`src/sv/srt_pkg.sv`:
```
`timescale 1ns / 1ps

package srt_pkg;

    // Phase codes
    localparam logic [1:0] PH_COUNT = 2'd0;
    localparam logic [1:0] PH_HOLD  = 2'd1;
    localparam logic [1:0] PH_WAIT  = 2'd2;

    // Configuration register indexes
    localparam logic [2:0] CFG_TICK_WRAP = 3'd0;
    localparam logic [2:0] CFG_FLASH_SEC = 3'd1;
    localparam logic [2:0] CFG_BLANK_TCK = 3'd2;
    localparam logic [2:0] CFG_MIN_SEC   = 3'd3;
    localparam logic [2:0] CFG_HOLD_MIN  = 3'd4;
    localparam logic [2:0] CFG_HOLD_MAX  = 3'd5;

    localparam int CFG_IDX_W  = 3;
    localparam int CFG_DATA_W = 8;

    // Reset values of the configuration registers
    localparam logic [7:0] RST_TICK_WRAP = 8'd189;
    localparam logic [6:0] RST_FLASH_SEC = 7'd35;
    localparam logic [7:0] RST_BLANK_TCK = 8'd64;
    localparam logic [6:0] RST_MIN_SEC   = 7'd3;
    localparam logic [4:0] RST_HOLD_MIN  = 5'd5;
    localparam logic [4:0] RST_HOLD_MAX  = 5'd20;

    localparam logic [2:0] B_OFF       = 3'h7;
    localparam logic [5:0] C_OFF       = 6'h3f;
    localparam logic [5:0] ANODE_UNITS = 6'h08;
    localparam logic [5:0] ANODE_TENS  = 6'h10;
    localparam logic [6:0] SECONDS_MAX = 7'd99;
    localparam logic [4:0] HOLD_SAT    = 5'd31;

    localparam int IN_DATA_W  = 8;
    localparam int OUT_DATA_W = 24;

    typedef struct packed {
        logic [7:0] tick_wrap;
        logic [6:0] flash_sec;
        logic [7:0] blank_tck;
        logic [6:0] min_sec;
        logic [4:0] hold_min;
        logic [4:0] hold_max;
    } t_cfg;

    typedef struct packed {
        logic [1:0] phase;
        logic [6:0] seconds;
        logic [5:0] port_c;
        logic [2:0] port_b;
    } t_result;

    typedef struct packed {
        logic [2:0] port_b;
        logic [5:0] port_c;
    } t_segs;

    function automatic logic [2:0] seg_b(input logic [3:0] digit);
        logic [2:0] v;
        unique case (digit)
            4'd0:    v = 3'h1;
            4'd1:    v = 3'h7;
            4'd2:    v = 3'h2;
            4'd3:    v = 3'h2;
            4'd4:    v = 3'h4;
            4'd5:    v = 3'h0;
            4'd6:    v = 3'h0;
            4'd7:    v = 3'h3;
            4'd8:    v = 3'h0;
            4'd9:    v = 3'h0;
            default: v = B_OFF;
        endcase
        return v;
    endfunction

    function automatic logic [5:0] seg_c(input logic [3:0] digit);
        logic [5:0] v;
        unique case (digit)
            4'd0:    v = 6'h00;
            4'd1:    v = 6'h06;
            4'd2:    v = 6'h01;
            4'd3:    v = 6'h04;
            4'd4:    v = 6'h06;
            4'd5:    v = 6'h24;
            4'd6:    v = 6'h20;
            4'd7:    v = 6'h06;
            4'd8:    v = 6'h00;
            4'd9:    v = 6'h04;
            default: v = C_OFF;
        endcase
        return v;
    endfunction

endpackage

```
`src/sv/srt_cfg_regs.sv`:
```
`timescale 1ns / 1ps

module srt_cfg_regs (
    input  logic                            i_clk,
    input  logic                            i_rst_n,
    input  logic                            i_we,
    input  logic [srt_pkg::CFG_IDX_W-1:0]   i_index,
    input  logic [srt_pkg::CFG_DATA_W-1:0]  i_data,
    output srt_pkg::t_cfg                   o_cfg
);

    srt_pkg::t_cfg r_cfg;

    always_ff @(posedge i_clk) begin
        if (!i_rst_n) begin
            r_cfg.tick_wrap <= srt_pkg::RST_TICK_WRAP;
            r_cfg.flash_sec <= srt_pkg::RST_FLASH_SEC;
            r_cfg.blank_tck <= srt_pkg::RST_BLANK_TCK;
            r_cfg.min_sec   <= srt_pkg::RST_MIN_SEC;
            r_cfg.hold_min  <= srt_pkg::RST_HOLD_MIN;
            r_cfg.hold_max  <= srt_pkg::RST_HOLD_MAX;
        end else if (i_we) begin
            unique case (i_index)
                srt_pkg::CFG_TICK_WRAP: r_cfg.tick_wrap <= i_data;
                srt_pkg::CFG_FLASH_SEC: r_cfg.flash_sec <= i_data[6:0];
                srt_pkg::CFG_BLANK_TCK: r_cfg.blank_tck <= i_data;
                srt_pkg::CFG_MIN_SEC:   r_cfg.min_sec   <= i_data[6:0];
                srt_pkg::CFG_HOLD_MIN:  r_cfg.hold_min  <= i_data[4:0];
                srt_pkg::CFG_HOLD_MAX:  r_cfg.hold_max  <= i_data[4:0];
                default: ;
            endcase
        end
    end

    assign o_cfg = r_cfg;

endmodule

```
`src/sv/srt_seg_decode.sv`:
```
`timescale 1ns / 1ps

module srt_seg_decode (
    input  logic [6:0]       i_seconds,
    input  logic [7:0]       i_tick,
    input  srt_pkg::t_cfg    i_cfg,
    output srt_pkg::t_segs   o_segs
);

    logic [3:0] tens_full;
    logic [3:0] tens_digit;
    logic [3:0] units_digit;
    logic [6:0] tens_x10;
    logic [6:0] units_wide;
    logic [3:0] digit;
    logic       show;

    // Quotient by ten through a threshold chain on the 7-bit count.
    always_comb begin
        if      (i_seconds >= 7'd120) tens_full = 4'd12;
        else if (i_seconds >= 7'd110) tens_full = 4'd11;
        else if (i_seconds >= 7'd100) tens_full = 4'd10;
        else if (i_seconds >= 7'd90)  tens_full = 4'd9;
        else if (i_seconds >= 7'd80)  tens_full = 4'd8;
        else if (i_seconds >= 7'd70)  tens_full = 4'd7;
        else if (i_seconds >= 7'd60)  tens_full = 4'd6;
        else if (i_seconds >= 7'd50)  tens_full = 4'd5;
        else if (i_seconds >= 7'd40)  tens_full = 4'd4;
        else if (i_seconds >= 7'd30)  tens_full = 4'd3;
        else if (i_seconds >= 7'd20)  tens_full = 4'd2;
        else if (i_seconds >= 7'd10)  tens_full = 4'd1;
        else                          tens_full = 4'd0;
    end

    assign tens_x10    = {tens_full, 3'b000} + {2'b00, tens_full, 1'b0};
    assign units_wide  = i_seconds - tens_x10;
    assign units_digit = units_wide[3:0];
    assign tens_digit  = (tens_full >= 4'd10) ? (tens_full - 4'd10) : tens_full;

    assign show  = (i_seconds < i_cfg.flash_sec) || (i_tick > i_cfg.blank_tck);
    assign digit = i_tick[0] ? units_digit : tens_digit;

    always_comb begin
        if (show) begin
            o_segs.port_b = srt_pkg::seg_b(digit);
            o_segs.port_c = srt_pkg::seg_c(digit) |
                            (i_tick[0] ? srt_pkg::ANODE_UNITS : srt_pkg::ANODE_TENS);
        end else begin
            o_segs.port_b = srt_pkg::B_OFF;
            o_segs.port_c = srt_pkg::C_OFF;
        end
    end

endmodule

```
`src/sv/srt_core.sv`:
```
`timescale 1ns / 1ps

module srt_core (
    input  logic               i_clk,
    input  logic               i_rst_n,
    input  logic               i_fire,
    input  logic               i_on,
    input  srt_pkg::t_cfg      i_cfg,
    output srt_pkg::t_result   o_next
);

    logic [7:0] r_tick,    n_tick;
    logic [6:0] r_seconds, n_seconds;
    logic [4:0] r_hold,    n_hold;
    logic [1:0] r_phase,   n_phase;
    logic [2:0] r_port_b,  n_port_b;
    logic [5:0] r_port_c,  n_port_c;

    logic [7:0]      tick_adv;
    logic [4:0]      hold_inc;
    srt_pkg::t_segs  segs;

    assign tick_adv = (r_tick >= i_cfg.tick_wrap) ? 8'd0 : (r_tick + 8'd1);

    srt_seg_decode u_seg (
        .i_seconds (r_seconds),
        .i_tick    (tick_adv),
        .i_cfg     (i_cfg),
        .o_segs    (segs)
    );

    assign hold_inc = ((tick_adv == 8'd0) && (r_hold < srt_pkg::HOLD_SAT)) ?
                      (r_hold + 5'd1) : r_hold;

    always_comb begin
        n_tick    = tick_adv;
        n_seconds = r_seconds;
        n_hold    = r_hold;
        n_phase   = r_phase;
        n_port_b  = r_port_b;
        n_port_c  = r_port_c;
        unique case (r_phase)
            srt_pkg::PH_COUNT: begin
                if (i_on) begin
                    if (r_seconds != 7'd0) begin
                        n_port_b = segs.port_b;
                        n_port_c = segs.port_c;
                    end
                    if ((tick_adv == 8'd0) && (r_seconds < srt_pkg::SECONDS_MAX)) begin
                        n_seconds = r_seconds + 7'd1;
                    end
                end else begin
                    n_hold = 5'd0;
                    // The display keeps its last digit when the hold starts.
                    if ((r_seconds > i_cfg.min_sec) && (i_cfg.hold_max != 5'd0)) begin
                        n_phase = srt_pkg::PH_HOLD;
                    end else begin
                        n_port_b = srt_pkg::B_OFF;
                        n_port_c = srt_pkg::C_OFF;
                        n_phase  = srt_pkg::PH_WAIT;
                    end
                end
            end
            srt_pkg::PH_HOLD: begin
                if (!i_on || (r_hold < i_cfg.hold_min)) begin
                    n_hold = hold_inc;
                    if (hold_inc >= i_cfg.hold_max) begin
                        n_port_b = srt_pkg::B_OFF;
                        n_port_c = srt_pkg::C_OFF;
                        n_phase  = srt_pkg::PH_WAIT;
                    end else begin
                        n_port_b = segs.port_b;
                        n_port_c = segs.port_c;
                    end
                end else begin
                    n_port_b = srt_pkg::B_OFF;
                    n_port_c = srt_pkg::C_OFF;
                    n_phase  = srt_pkg::PH_WAIT;
                end
            end
            default: begin
                // Waiting; the unused code behaves the same way.
                n_phase = srt_pkg::PH_WAIT;
                if (i_on) begin
                    n_tick    = 8'd0;
                    n_seconds = 7'd0;
                    n_phase   = srt_pkg::PH_COUNT;
                end
            end
        endcase
    end

    always_ff @(posedge i_clk) begin
        if (!i_rst_n) begin
            r_tick    <= 8'd0;
            r_seconds <= 7'd0;
            r_hold    <= 5'd0;
            r_phase   <= srt_pkg::PH_COUNT;
            r_port_b  <= srt_pkg::B_OFF;
            r_port_c  <= srt_pkg::C_OFF;
        end else if (i_fire) begin
            r_tick    <= n_tick;
            r_seconds <= n_seconds;
            r_hold    <= n_hold;
            r_phase   <= n_phase;
            r_port_b  <= n_port_b;
            r_port_c  <= n_port_c;
        end
    end

    assign o_next.phase   = n_phase;
    assign o_next.seconds = n_seconds;
    assign o_next.port_c  = n_port_c;
    assign o_next.port_b  = n_port_b;

endmodule

```
`src/sv/solenoid_run_timer_with_led_display_top.sv`:
```
`timescale 1ns / 1ps

// Channel   | Direction | Handshake                     | Payload
// ----------+-----------+-------------------------------+---------------------------------
// s_axis    | in        | s_axis_tvalid / s_axis_tready | tick samples, one word per tick
// m_axis    | out       | m_axis_tvalid / m_axis_tready | port drive, seconds, phase
// cfg       | in        | i_cfg_valid / o_cfg_ready     | register index and data
//
// One word is accepted per cycle while the output is not stalled; its result word
// passes through the input register, then the state update into the result register.
// The phase and seconds state is a single register set updated once per word.
// Reset is synchronous and active low; configuration writes are always ready.
// A stall holds the result and any full input word; input ready follows output space.

module solenoid_run_timer_with_led_display_top (
    input  logic                               i_clk,
    input  logic                               i_rst_n,
    input  logic                               s_axis_tvalid,
    output logic                               s_axis_tready,
    // [0] sample_first, [1] sample_second, [7:2] zero
    input  logic [srt_pkg::IN_DATA_W-1:0]      s_axis_tdata,
    output logic                               m_axis_tvalid,
    input  logic                               m_axis_tready,
    // [2:0] port_b, [8:3] port_c, [15:9] seconds_shown, [17:16] phase, [23:18] zero
    output logic [srt_pkg::OUT_DATA_W-1:0]     m_axis_tdata,
    input  logic                               i_cfg_valid,
    output logic                               o_cfg_ready,
    input  logic [srt_pkg::CFG_IDX_W-1:0]      i_cfg_index,
    input  logic [srt_pkg::CFG_DATA_W-1:0]     i_cfg_data
);

    srt_pkg::t_cfg    cfg;
    srt_pkg::t_result next_res;

    logic             r_in_valid;
    logic             r_in_on;
    logic             r_out_valid;
    srt_pkg::t_result r_out;

    logic             advance;
    logic             fire;

    assign o_cfg_ready = 1'b1;

    srt_cfg_regs u_cfg (
        .i_clk   (i_clk),
        .i_rst_n (i_rst_n),
        .i_we    (i_cfg_valid & o_cfg_ready),
        .i_index (i_cfg_index),
        .i_data  (i_cfg_data),
        .o_cfg   (cfg)
    );

    // The pipeline moves whenever the result register is free or being taken.
    assign advance       = !r_out_valid || m_axis_tready;
    assign fire          = r_in_valid && advance;
    assign s_axis_tready = !r_in_valid || advance;

    always_ff @(posedge i_clk) begin
        if (!i_rst_n) begin
            r_in_valid <= 1'b0;
        end else if (s_axis_tready) begin
            r_in_valid <= s_axis_tvalid;
        end
    end

    always_ff @(posedge i_clk) begin
        if (s_axis_tready && s_axis_tvalid) begin
            r_in_on <= s_axis_tdata[0] & s_axis_tdata[1];
        end
    end

    srt_core u_core (
        .i_clk   (i_clk),
        .i_rst_n (i_rst_n),
        .i_fire  (fire),
        .i_on    (r_in_on),
        .i_cfg   (cfg),
        .o_next  (next_res)
    );

    always_ff @(posedge i_clk) begin
        if (!i_rst_n) begin
            r_out_valid <= 1'b0;
        end else if (advance) begin
            r_out_valid <= r_in_valid;
        end
    end

    always_ff @(posedge i_clk) begin
        if (fire) begin
            r_out <= next_res;
        end
    end

    assign m_axis_tvalid = r_out_valid;
    assign m_axis_tdata  = {6'd0, r_out};

endmodule

```
`config.mk`:
```
export PLATFORM = sky130hd
export DESIGN_NAME = solenoid_run_timer_with_led_display_top
export DESIGN_NICKNAME = d
export VERILOG_FILES = /design/src/sv/srt_pkg.sv /design/src/sv/srt_cfg_regs.sv /design/src/sv/srt_seg_decode.sv /design/src/sv/srt_core.sv /design/src/sv/solenoid_run_timer_with_led_display_top.sv
export SDC_FILE = /design/constraint.sdc
export NUM_CORES = 1
export LEC_CHECK = 0
export BUFFER_PORTS_ARGS = -buffer_cell sky130_fd_sc_hd__buf_4
export CAP_MARGIN = 0
export CORE_ASPECT_RATIO = 0.8
export CORE_MARGIN = 2
export CORE_UTILIZATION = 61
export DETAILED_ROUTE_END_ITERATION = 8
export PLACE_DENSITY = 0.81
export SYNTH_ARGS = -nofsm -noshare
export SYNTH_HDL_FRONTEND = slang
export SYNTH_HIERARCHICAL = 1
export SYNTH_SLANG_ARGS = --single-unit
export TNS_END_PERCENT = 1
```
`constraint.sdc`:
```
create_clock -name i_clk -period 5.32 [get_ports i_clk]
set_input_delay 0.798 -clock i_clk [delete_from_list [all_inputs] [get_ports i_clk]]
set_output_delay 0.798 -clock i_clk [all_outputs]
set_load 0.02 [all_outputs]
```
==> flow_summary_export.csv <==
group,metric,value,unit
outcome,status,"complete, no violations",
logic_synthesis,synth_area_per_cell,8.67,sq um
timing,fmax,207,MHz
timing,fin_tns_setup,0,ps
timing,finClkSkew,7.91,ps
logic_synthesis,synth.most_common_cell,"dfxtp_1",
grt,grt-ovfl-total,0,
pwr,leakagePower,0.00290,uW
clock_tree,clk_path_buf_depth,2,
drt,wire_per_inst,17.9,um
clock_tree,postCtsSetupBuffers,0,
drt,vias,5767,
logic_synthesis,netlist_top_cells_count,"dfxtp_1, nand2_1, inv_1",
place,portBuffers,37,
place,dp_hpwl,11.4,mm
pwr,powerDensity,223,mW/mm^2
setup_path,r2r_start,"u_core/r_tick[0]",
timing,slew_headroom,34.2,%
floorplan,io_pins,51,
timing,tightest_slew,975,ps
setup_path,critPathRequiredTime,5510,ps
clock_tree,clk_latency,350,ps
setup_path,start_kind,"flip-flop",
floorplan,start_util,62.7,%
setup_path,endpoint_kind,"flip-flop",
logic_synthesis,synth_ff_type,"dfxtp_1",
drt,routed_wl,16.1,mm
drt,drtPass1Iterations,6,
timing,rsz0062_at_grt,"false",
drt,drtIter0Drc,616,
hold_path,hold_depth,2,
grt,antenna_found_initial,0,
floorplan,core_area,0.0102,sq mm
logic_synthesis,ys_types,86,
final_layout,drive_gt1_share,11.7,%
drt,vias_per_cell,6.41,
grt,grt_usage,28.8,%
grt,grt_max_degree,72,
timing,fin_ws,481,ps
logic_synthesis,ys_warn_count,6,
place,pre_cts_ws,673,ps
timing,hold_viol_final,0,
clock_tree,cts_tree,"yes",
logic_synthesis,async_flop_share,0,%
logic_synthesis,netlist_instances,741,
grt,grt_pass1_vias,5550,
logic_synthesis,synth.area.top_cells,"dfxtp_1, ha_1, edfxtp_1",
place,gp_congestion,0.857,
hold_path,holdCritStartpoint,"u_cfg/o_cfg[13]",
setup_path,r2r_cells,16,
hold_path,worstHoldEndpoint,"u_cfg/o_cfg[13]",
logic_synthesis,synth.top_cell.area_share,22.7,%
logic_synthesis,synth.cell_area,0.00642,sq mm
setup_path,critPathMaxStageDelay,620,ps
logic_synthesis,synth-edff-count,19,
drt,drc_errors,0,
clock_tree,cts_max_level,3,
floorplan,die_y,95.8,um
clock_tree,clk_pin_slew,70,ps
clock_tree,postCtsHoldBufs,0,
grt,grt_pass1_wl,26.5,mm
logic_synthesis,ys_ff_latch,92,
setup_path,cp.arrival,5030,ps
setup_path,crit_type,"flip-flop to flip-flop",
final_layout,layout.nets,828,
drt,final_antenna_net_count,0,
floorplan,row_count,33,
floorplan,die-area,0.0114,sq mm
setup_path,cp_max_fo,14,
clock_tree,cts-resized-gates,0,
clock_tree,cts_num_sinks,92,
timing,finalCriticalPeriod,4840,ps
setup_path,path_cells,"ha_1 > nand3_1 > xor2_1 > nand3_1 > nor4b_4 > or2_2 > and2_1 > xnor2_1 > ha_1 > nand2b_1 > a21o_1 > a21oi_1 > nor2_1 > o31a_1 > nor2_1 > a22oi_1",
logic_synthesis,yosys.area.top_type,"dfxtp_1",
hold_path,hold_path_class,"flip-flop to flip-flop",
clock_tree,root_buffer,"clkbuf_16",
logic_synthesis,ys_seq_area_share,31.6,%
final_layout,num_antenna_cells,0,
floorplan,die_w,119,um
timing,setup_viol,0,
clock_tree,numCtsBuffers,9,
pwr,ir_drop,0.132,mV
timing,fin_crit_sh,91.0,%
setup_path,reg2reg_slack,480,ps
setup_path,worstReg2RegEnd,"u_core/r_port_c[3]",
setup_path,worst_path_max_delay_cell,"nor2_1",
final_layout,syn_to_final_growth,8.76,%
flow_run,drv_cap,0,
timing,drv_slew,0,
## layer usage
metal	vias up	wire length [um]	global-route usage, %
met1	2723	6960	36.9
met3	55	1210	4.62
li1	2712	-	-
met5	-	0	0
met4	0	442	10.8
met2	277	7500	49.4
## worst max path at each step
stage                     start            endpoint  slack [ps]
2_1_floorplan  u_core/r_tick[0]  u_core/r_port_c[2]        1180
6_report       u_core/r_tick[0]  u_core/r_port_c[3]         480
3_5_place_dp   u_core/r_tick[0]  u_core/r_port_c[5]         670
5_1_grt        u_core/r_tick[0]  u_core/r_port_c[2]         200
3_3_place_gp   u_core/r_tick[0]  u_core/r_port_b[2]         800
4_1_cts        u_core/r_tick[0]  u_core/r_port_c[2]         620
## layout make-up
type	instances	area, sq um
multi-input cells	551	3950
fillers	830	3250
flip-flops and latches	92	2030
repair buffers	44	330
clock buffers	12	256
inverters	57	214
well taps	140	175
clock inverters	4	30.0
## state kept, by name (all words and copies together), names as in the netlist
signal and cells:
m_axis_tdata 18, m_axis_tvalid 1, r_in_on 1, r_in_valid 1
u_cfg/o_cfg 40, u_core/r_hold 5, u_core/r_phase 2, u_core/r_port_b 3
u_core/r_port_c 6, u_core/r_seconds 7, u_core/r_tick 8
## placed cells by master, fill, tap and decap left out, types with 4 or more instances in the layout
master     count
dfxtp_1       73
nand2_1       64
inv_1         55
ha_1          49
buf_4         44
mux2i_1       42
nor2_1        40
nor2b_1       31
nand3_1       30
o21ai_0       29
a21oi_1       28
nand2b_1      20
a22oi_1       20
edfxtp_1      19
a31oi_1       13
o22ai_1       11
o221ai_1      10
clkbuf_16      9
a21o_1         9
nor3_1         8
conb_1         7
xnor2_1        7
o211ai_1       7
o21a_1         6
nand4_1        6
and3_1         6
xor2_1         5
o31ai_1        5
nor3b_1        5
o31a_1         5
and2_1         4
a31o_2         4
o2111ai_1      4
and2b_1        4
## critical path: cells and delay by family, from the launching register on
family / cells / cell delay [ps]
AND/OR/NAND/NOR: 8 / 2160
AO/OA/AOI/OAI: 4 / 990
adder cells (fa/ha/maj): 2 / 640
flip-flops: 1 / 470
XOR/XNOR: 2 / 410
## power breakdown
| part | leakage [uW] | internal (uW) | total, uW | switching [uW] |
|---|---|---|---|---|
| logic | 0.00201 | 69.0 | 187 | 118 |
| registers | 0.000761 | 729 | 745 | 15.4 |
| clock network | 0.000136 | 345 | 624 | 279 |
| total | 0.00290 | 1140 | 1560 | 413 |
## metrics by stage
step / cell area (sq um) / hold WS [ps] / util, % / cells / power [uW]
after detailed placement: 6700 / 457 / 65.4 / 884 / 941
after floorplan: 6440 / 435 / - / 746 / 887
after CTS: 6990 / 467 / 68.2 / 900 / 1560
after global placement: 6700 / 447 / 65.4 / 884 / 933
after global routing: 6990 / 482 / 68.2 / 900 / 1600
final: 6990 / 463 / 68.2 / 900 / 1560
## kinds of logic after synthesis
logic type | after synthesis | share of synthesized area, %
XOR/XNOR | 12 | 1.64
buffers and inverters | 103 | 7.32
AND/OR/NAND/NOR | 252 | 21.7
AO/OA/AOI/OAI | 189 | 21.5
multiplexers | 42 | 6.54
flip-flops | 92 | 31.6
adder cells (fa/ha/maj) | 49 | 9.54
other | 2 | 0.117
Power figures use the tool's default switching activity.
